### config.mk
export PLATFORM = sky130hd
export DESIGN_NAME = button_press_double_hold_detector
export DESIGN_NICKNAME = d
export VERILOG_FILES = /design/src/sv/bpdh_pkg.sv /design/src/sv/button_press_double_hold_detector.sv /design/src/sv/bpdh_step.sv
export SDC_FILE = /design/constraint.sdc
export NUM_CORES = 1
export LEC_CHECK = 0
export BUFFER_PORTS_ARGS = -buffer_cell sky130_fd_sc_hd__buf_2
export CORE_AREA = 4 4 88 82
export CTS_CLUSTER_SIZE = 40
export DETAILED_ROUTE_END_ITERATION = 8
export DIE_AREA = 0 0 92 86
export GPL_TIMING_DRIVEN = 1
export HOLD_SLACK_MARGIN = 0.03
export PLACE_DENSITY_LB_ADDON = 0.12
export RECOVER_POWER = 100
export SLEW_MARGIN = 20
export SYNTH_ARGS = -nofsm -noshare
export SYNTH_HDL_FRONTEND = slang
export SYNTH_SLANG_ARGS = --single-unit
export TNS_END_PERCENT = 20
### constraint.sdc
create_clock -name clk -period 6.3 [get_ports clk]
set_input_delay 0.315 -clock clk [delete_from_list [all_inputs] [get_ports clk]]
set_output_delay 0.315 -clock clk [all_outputs]
set_load 0.02 [all_outputs]
### src/sv/bpdh_pkg.sv
// Package: types, event codes and register map of the button detector
`timescale 1ns / 1ps
package bpdh_pkg;

  localparam int unsigned CntW  = 8;
  localparam int unsigned EvW   = 2;
  localparam int unsigned AddrW = 4;
  localparam int unsigned DataW = 32;

  localparam logic [EvW-1:0] EV_NONE   = 2'd0;
  localparam logic [EvW-1:0] EV_SINGLE = 2'd1;
  localparam logic [EvW-1:0] EV_DOUBLE = 2'd2;
  localparam logic [EvW-1:0] EV_HOLD   = 2'd3;

  localparam logic [1:0] REG_ACTIVE_LEVEL = 2'd0;
  localparam logic [1:0] REG_PRESS_TICKS  = 2'd1;
  localparam logic [1:0] REG_GAP_TICKS    = 2'd2;
  localparam logic [1:0] REG_HOLD_TICKS   = 2'd3;

  localparam logic [CntW-1:0] CNT_MAX = '1;

  typedef struct packed {
    logic            active_level;
    logic [CntW-1:0] press_ticks;
    logic [CntW-1:0] double_gap_ticks;
    logic [CntW-1:0] hold_ticks;
  } cfg_t;

  typedef struct packed {
    logic [CntW-1:0] active_count;
    logic [CntW-1:0] idle_count;
    logic [CntW-1:0] count_snapshot;
    logic            hold_seen;
  } state_t;

endpackage

### src/sv/button_press_double_hold_detector.sv
// Top level of the button press, double press and hold detector
`timescale 1ns / 1ps
//
//  channel   direction  handshake                    payload
//  in        input      in_valid / in_ready          in_level (1 bit)
//  out       output     out_valid / out_ready        out_event_res (2 bits)
//  cfg       input      psel/penable/pwrite/pready   paddr, pwdata, prdata
//
//  One item per cycle sustained while the result side drains; an item passes
//  from acceptance through the input register, then the result register.
//  Detector state advances when an item moves from the input register into
//  the result register, so results follow input order.
//  rst_n (synchronous, active low) clears state and valids, resets config.
//  A stalled result holds the result register; the input register holds its
//  item and in_ready drops only while both registers are full and stalled.
module button_press_double_hold_detector (
  input  logic                           clk,
  input  logic                           rst_n,
  // input channel
  input  logic                           in_valid,
  output logic                           in_ready,
  input  logic                           in_level,
  // result channel
  output logic                           out_valid,
  input  logic                           out_ready,
  output logic [bpdh_pkg::EvW-1:0]       out_event_res,
  // configuration port
  input  logic                           psel,
  input  logic                           penable,
  input  logic                           pwrite,
  input  logic [bpdh_pkg::AddrW-1:0]     paddr,
  input  logic [bpdh_pkg::DataW-1:0]     pwdata,
  output logic [bpdh_pkg::DataW-1:0]     prdata,
  output logic                           pready
);

  // configuration registers
  bpdh_pkg::cfg_t   cfg_r;
  logic             cfg_wr;
  logic [1:0]       cfg_idx;

  // input register
  logic             s0_valid_r;
  logic             s0_level_r;

  // detector state and result register
  bpdh_pkg::state_t           st_r;
  bpdh_pkg::state_t           st_nxt;
  logic [bpdh_pkg::EvW-1:0]   event_nxt;
  logic                       out_valid_r;
  logic [bpdh_pkg::EvW-1:0]   event_r;

  logic advance;
  logic s0_load;

  assign pready  = 1'b1;
  assign cfg_idx = paddr[3:2];
  assign cfg_wr  = psel && penable && pwrite && pready;

  // read back the selected register, zero extended
  always_comb begin
    case (cfg_idx)
      bpdh_pkg::REG_ACTIVE_LEVEL: prdata = {31'd0, cfg_r.active_level};
      bpdh_pkg::REG_PRESS_TICKS:  prdata = {24'd0, cfg_r.press_ticks};
      bpdh_pkg::REG_GAP_TICKS:    prdata = {24'd0, cfg_r.double_gap_ticks};
      bpdh_pkg::REG_HOLD_TICKS:   prdata = {24'd0, cfg_r.hold_ticks};
      default:                    prdata = '0;
    endcase
  end

  always_ff @(posedge clk) begin
    if (!rst_n) begin
      cfg_r.active_level     <= 1'b0;
      cfg_r.press_ticks      <= 8'd3;
      cfg_r.double_gap_ticks <= 8'd20;
      cfg_r.hold_ticks       <= 8'd100;
    end else if (cfg_wr) begin
      case (cfg_idx)
        bpdh_pkg::REG_ACTIVE_LEVEL: cfg_r.active_level     <= pwdata[0];
        bpdh_pkg::REG_PRESS_TICKS:  cfg_r.press_ticks      <= pwdata[7:0];
        bpdh_pkg::REG_GAP_TICKS:    cfg_r.double_gap_ticks <= pwdata[7:0];
        bpdh_pkg::REG_HOLD_TICKS:   cfg_r.hold_ticks       <= pwdata[7:0];
        default: ;
      endcase
    end
  end

  // advance the pipe whenever the result register is free or being drained
  assign advance  = !out_valid_r || out_ready;
  assign in_ready = !s0_valid_r || advance;
  assign s0_load  = in_valid && in_ready;

  always_ff @(posedge clk) begin
    if (!rst_n) begin
      s0_valid_r <= 1'b0;
    end else if (in_ready) begin
      s0_valid_r <= in_valid;
    end
  end

  always_ff @(posedge clk) begin
    if (s0_load) begin
      s0_level_r <= in_level;
    end
  end

  bpdh_step u_step (
    .cfg       (cfg_r),
    .st        (st_r),
    .level     (s0_level_r),
    .st_nxt    (st_nxt),
    .event_nxt (event_nxt)
  );

  // commit state only when the item actually moves into the result register
  always_ff @(posedge clk) begin
    if (!rst_n) begin
      st_r        <= '0;
      out_valid_r <= 1'b0;
    end else if (advance) begin
      out_valid_r <= s0_valid_r;
      if (s0_valid_r) begin
        st_r <= st_nxt;
      end
    end
  end

  always_ff @(posedge clk) begin
    if (advance && s0_valid_r) begin
      event_r <= event_nxt;
    end
  end

  assign out_valid     = out_valid_r;
  assign out_event_res = event_r;

endmodule

### src/sv/bpdh_step.sv
// Next-state and event logic for one sampled button level
`timescale 1ns / 1ps
module bpdh_step (
  input  bpdh_pkg::cfg_t             cfg,
  input  bpdh_pkg::state_t           st,
  input  logic                       level,
  output bpdh_pkg::state_t           st_nxt,
  output logic [bpdh_pkg::EvW-1:0]   event_nxt
);

  logic [bpdh_pkg::CntW-1:0] ac_inc;
  logic [bpdh_pkg::CntW-1:0] ic_inc;

  // saturating increments
  assign ac_inc = (st.active_count == bpdh_pkg::CNT_MAX) ? st.active_count
                                                         : st.active_count + 1'b1;
  assign ic_inc = (st.idle_count == bpdh_pkg::CNT_MAX) ? st.idle_count
                                                       : st.idle_count + 1'b1;

  always_comb begin
    st_nxt    = st;
    event_nxt = bpdh_pkg::EV_NONE;
    if (level == cfg.active_level) begin
      st_nxt.count_snapshot = '0;
      if (ac_inc >= cfg.hold_ticks) begin
        st_nxt.hold_seen    = 1'b1;
        st_nxt.idle_count   = '0;
        st_nxt.active_count = '0;
        event_nxt           = bpdh_pkg::EV_HOLD;
      end else begin
        st_nxt.active_count = ac_inc;
      end
    end else if ((st.active_count >= cfg.press_ticks) && !st.hold_seen) begin
      if (ic_inc >= cfg.double_gap_ticks) begin
        st_nxt.active_count = '0;
        st_nxt.idle_count   = '0;
        event_nxt           = bpdh_pkg::EV_SINGLE;
      end else if ((ic_inc > 8'd1) && (st.count_snapshot != st.active_count)) begin
        st_nxt.active_count = '0;
        st_nxt.idle_count   = '0;
        event_nxt           = bpdh_pkg::EV_DOUBLE;
      end else begin
        st_nxt.idle_count = ic_inc;
      end
      st_nxt.count_snapshot = st_nxt.active_count;
    end else begin
      st_nxt = '0;
    end
  end

endmodule

## Yosys cells after proc, flatten, opt, wreduce, memory -nomap -nowiden

Cells that the tools add are included.

| storage, ports and cells | value |
|---|---|
| input bits | 44 |
| register bits | 55 |
| output and inout port bits | 37 |

| cells by class | value |
|---|---|
| add/sub/neg operators | 2 |
| reductions and logical operators | 19 |
| muxes and demuxes | 17 |
| order comparisons | 4 |
| eq/ne operators | 9 |

Operators with widths:

| cell | count |
|---|---|
| one-hot mux 32 bit (4 select lines) | 1 |
| two-way mux 8 bit | 6 |
| two-way mux 25 bit | 1 |
| >= comparator 8 bit | 3 |
| two-way mux 24 bit | 1 |
| adder 8 x 1 -> 8 bit, second input constant | 2 |
| == test 8 bit, second input constant | 2 |
| two-way mux 16 bit | 1 |
| two-way mux 2 bit | 5 |
| AND reduction 2 bit | 5 |
| > comparator 8 x 1 -> 1 bit, second input constant | 1 |
| != test 8 bit | 1 |
| logical AND 1 bit | 6 |
| == test 2 bit, second input constant | 2 |
| AND reduction 4 bit | 1 |
| zero test 1 bit | 3 |
| AND reduction 3 bit | 1 |
| == test 2 x 1 -> 1 bit, second input constant | 1 |
| zero test 2 bit | 1 |
| logical OR 1 bit | 2 |
| two-way mux 1 bit | 2 |
| != test 2 x 1 -> 1 bit, second input constant | 1 |
| != test 2 bit, second input constant | 1 |
| == test 1 bit | 1 |

## Logic depth before layout (Yosys ltp)

| logic depth | value |
|---|---|
| word-level depth | 8 |
| mapped depth | 15 |

## Cells and area by module

Synthesis repeated with hierarchy kept, for this count alone.

| unflattened totals | value |
|---|---|
| cells, all modules | 476 |
| area, all modules | 3,975.1 um^2 |

By module, submodules not included:

| module | times used | cells an instance | sequential area each (um^2) | area each (um^2) |
|---|---|---|---|---|
| button_press_double_hold_detector | 1 | 275 | 1,131.1 | 2,571.2 |
| bpdh_step | 1 | 201 | 0.0 | 1,403.8 |

## Least setup slack after synthesis

No wires, ideal clock.

| timing | value |
|---|---|
| path type | flip-flop to flip-flop |
| from | register st_r[20] (netlist bit) |
| to | register st_r[23] (netlist bit) |
| stages on the path, launching flop included | 16 |
| library setup time | 0.087 ns |
| arrival | 3.362 ns |
| slack | 2.851 ns |
| period minus slack after synthesis | 3.449 ns |
| path through | dfxtp_1 -> clkbuf_1 -> and3_1 -> and2_1 -> nand3_1 -> nand4_1 -> xnor2_1 -> ha_1 -> a21o_1 -> a21o_1 -> a21oi_1 -> nand3_1 -> a21oi_1 -> clkbuf_1 -> nand2_1 -> a221oi_2 |

| on the way | value |
|---|---|
| word-level cells in the longest chain between the ends | 6 |
| elaborated cells between the ends (all ways) | 13 |

RTL lines:

| what | RTL line | RTL |
|---|---|---|
| start, declared | button_press_double_hold_detector.sv:47 | `bpdh_pkg::state_t st_r;` |
| start signal, assigned | button_press_double_hold_detector.sv:123 | `st_r <= st_nxt;` |
| parallel branches: the longest is 5 deep, another holds adder 8 x 1 -> 8 bit | -- |  |
| two-way mux 25 bit (*) | bpdh_step.sv:23 | `if (level == cfg.active_level) begin` |

Mark *: on every way between the ends.
A chain may end at the register's enable or synchronous reset.

## Worst setup path after layout

| timing | value |
|---|---|
| from | register st_r[18] (netlist bit) |
| to | register st_r[23] (netlist bit) |

The elaborated chain is that of the path after synthesis.

==> summary.md <==
| Metric | Value |
|---|---|
| Vias in the first global route | 2816 |
| Placed cell area | 3690 µm² |
| DP HPWL | 6.23 mm |
| Initial Utilization | 56.6% |
| Clock transition at path regs | 110 ps |
| Largest net degree at the start of global routing | 31 |
| Die X | 92 µm |
| First-pass GRT wire length | 13.7 mm |
| GR Util All Layers | 21.4% |
| DR iter-0 viols | 224 |
| Max_cap viols | 0 |
| DR WL/cell | 14.9 µm |
| Num rows | 28 |
| Layout net count | 525 |
| Setup Fix Bufs, Post-CTS | 0 |
| Design area | 3750 µm² |
| Yosys top cell by area | dfxtp_1 |
| Startpoint class of the critical path | flip-flop |
| Hold buffer count at cts | 0 |
| Overflow after GRT | 0 |
| RSZ-0062 raised after global routing | false |
| Ratio of cells with drive above 1 in the final layout | 6.96% |
| Pre-CTS setup slack | 2150 ps |
| Worst Path Arrival | 4590 ps |
| Final worst slack | 1930 ps |
| Minimum clock period | 4370 ps |
| Inserted Clock Buffers | 5 |
| Initial antenna violation count | 0 |
| Crit share post-route | 69.3% |
| Final WL | 8.21 mm |
| Root Buffer | clkbuf_8 |
| Fmax | 0.229 GHz |
| Mapped Cells | 443 |
| Final setup vio count | 0 |
| Final Hold Viols | 0 |
| Ys Warns | 0 |
| Fin Setup TNS | 0 ps |
| Top-level port count | 81 |
| DRC Markers | 0 |
| Final Slew Violations | 0 |
| Die Y | 86 µm |
| Flop and latch count out of synthesis | 55 |
| Worst-path fanout max | 16 |
| Power per cell area | 170 nW/µm² |
| CTS tree | built |
| Critical Path End Type | flip-flop |
| Area grow syn2layout | 3.81% |
| Static leakage | 0.00155 µW |
| Commonest non-fill, non-tap cell in the layout | nand2_1 |
| Distinct cells, synth | 61 |
| Post-cts sizing count | 0 |
| Synth async-reset ratio | 0% |
| Input/output buffers | 29 |
| Syn avg cell area | 8.15 µm² |
| H-tree depth | 2 |
| Status | finished, final reports clean |
| First-pass DRT Iterations | 4 |
| Netlist area before placement | 3610 µm² |
| VDD IR max | 0.113 mV |
| Ranking of synthesized cells by area | dfxtp_1, ha_1, nand2_1 |
| Skew-Pair Late Insertion Delay | 310 ps |
| Clock Tree Buf Depth | 2 |
| Most frequent cells in the layout | nand2_1, dfxtp_1, inv_1, a21oi_1, o21ai_0 |
| Post-synth top area share | 28.8% |
| Ant diodes | 0 |
| Hold crit path type | input port to flip-flop |
| DRT antenna net count | 0 |
| WS Path Type | flip-flop to flip-flop |
| Vias | 3047 |
| Sequential fraction of the synthesis area | 31.3% |
| Die area | 7910 µm² |
| Clk sinks | 55 |
| Layout Skew | 12.7 ps |
| Core area | 6380 µm² |
| Number of synthesized flops with an enable pin | 3 |
| Placer Congestion | 0.853 |
| Relative slew slack | 24.1% |
| Worst-Margin Slew | 1140 ps |
| Main synth FF type | dfxtp_1 |
| Worst Path Required | 6530 ps |
| Vias per cell | 5.54 |
worst paths after layout:
check / from / end / slack (ps) / cells past startpoint
worst max-delay path: st_r[18] / st_r[23] / 1930 / 14
worst min-delay path: in_level / s0_level_r / 180 / 1
worst max register to register: st_r[18] / st_r[23] / 1930 / 14
worst min register to register: st_r[1] / st_r[1] / 480 / 2
logic make-up (layout without fill, tap and decap cells):
kind of cell | after synthesis | in the layout | share of synthesized area, %
xor gates and xnor gates | 15 | 15 | 3.64
AOI/OAI and AO/OA | 117 | 117 | 22.8
DFF | 55 | 55 | 31.3
muxes | 19 | 19 | 5.65
adders and majority gates | 22 | 22 | 7.63
other | 2 | 25 | 0.208
and+or+nand+nor | 131 | 131 | 17.3
buffers and inverters | 82 | 76 | 11.4
cell type report:
type | count | area [µm²]
Sequential cell | 55 | 1130
Fill cell | 620 | 2630
Tap cell | 90 | 113
Timing Repair Buffer | 29 | 128
Multi-Input combinational cell | 329 | 2130
Clock buffer | 6 | 82.6
Inverter | 39 | 146
Clock inverter | 2 | 15.0
critical path, stage by stage, from the launching register on:
cell      delay, ps
dfxtp_1         450
ha_1            200
and2_0          250
and2_0          280
nand3_1         270
nand4_1         200
xnor2_1         190
ha_1            310
a21o_1          180
a21o_1          170
a21oi_1         330
nand3_1         120
a21oi_1         880
nand2_1         170
a221oi_2        290
stage by stage:
| step | total power [µW] | util [%] | hold WS, ps | instances |
|---|---|---|---|---|
| final | 637 | 58.8 | 181 | 550 |
| after global routing | 664 | 58.8 | 167 | 550 |
| after CTS | 643 | 59.4 | 168 | 550 |
| after detailed placement | 434 | 57.8 | 468 | 542 |
| after global placement | 433 | 57.8 | 458 | 542 |
| after floorplan | 427 | - | 414 | 466 |
Yosys cell counts (3+ instances only):
| library cell | instances |
|---|---|
| nand2_1 | 53 |
| dfxtp_1 | 52 |
| inv_1 | 39 |
| a21oi_1 | 30 |
| o21ai_0 | 30 |
| nor2_1 | 28 |
| buf_4 | 25 |
| ha_1 | 22 |
| mux2i_1 | 17 |
| nand3_1 | 14 |
| clkbuf_1 | 13 |
| a211oi_1 | 9 |
| xor2_1 | 8 |
| a22o_1 | 7 |
| xnor2_1 | 7 |
| a21o_1 | 6 |
| nor3_1 | 6 |
| and2_1 | 5 |
| nand4_1 | 5 |
| o21a_1 | 5 |
| and3_1 | 4 |
| nor4_1 | 4 |
| o211ai_1 | 4 |
| a22oi_1 | 3 |
| buf_2 | 3 |
| edfxtp_1 | 3 |
| o2bb2ai_1 | 3 |
sequential cells by signal, indices dropped and copies added (netlist names):
name and count:
st_r 25, out_valid 1, s0_level_r 1, s0_valid_r 1
cfg_r 25, out_event_res 2
layer usage:
| layer | share of wire (%) | track usage (%) |
|---|---|---|
| met1 | 47 | 28.1 |
| met2 | 49 | 37.4 |
| met3 | 3.6 | 2.81 |
| met4 | 1.0 | 5.40 |
| met5 | 0 | 0 |
power breakdown:
| part | internal [µW] | leakage (µW) | total (µW) | switching (µW) |
|---|---|---|---|---|
| Clock | 90.4 | 0.0000517 | 211 | 120 |
| Sequential | 355 | 0.000449 | 357 | 2.74 |
| Combinational | 17.9 | 0.00105 | 68.4 | 50.5 |
| Total | 463 | 0.00155 | 637 | 174 |
Power figures use the tool's default switching activity.
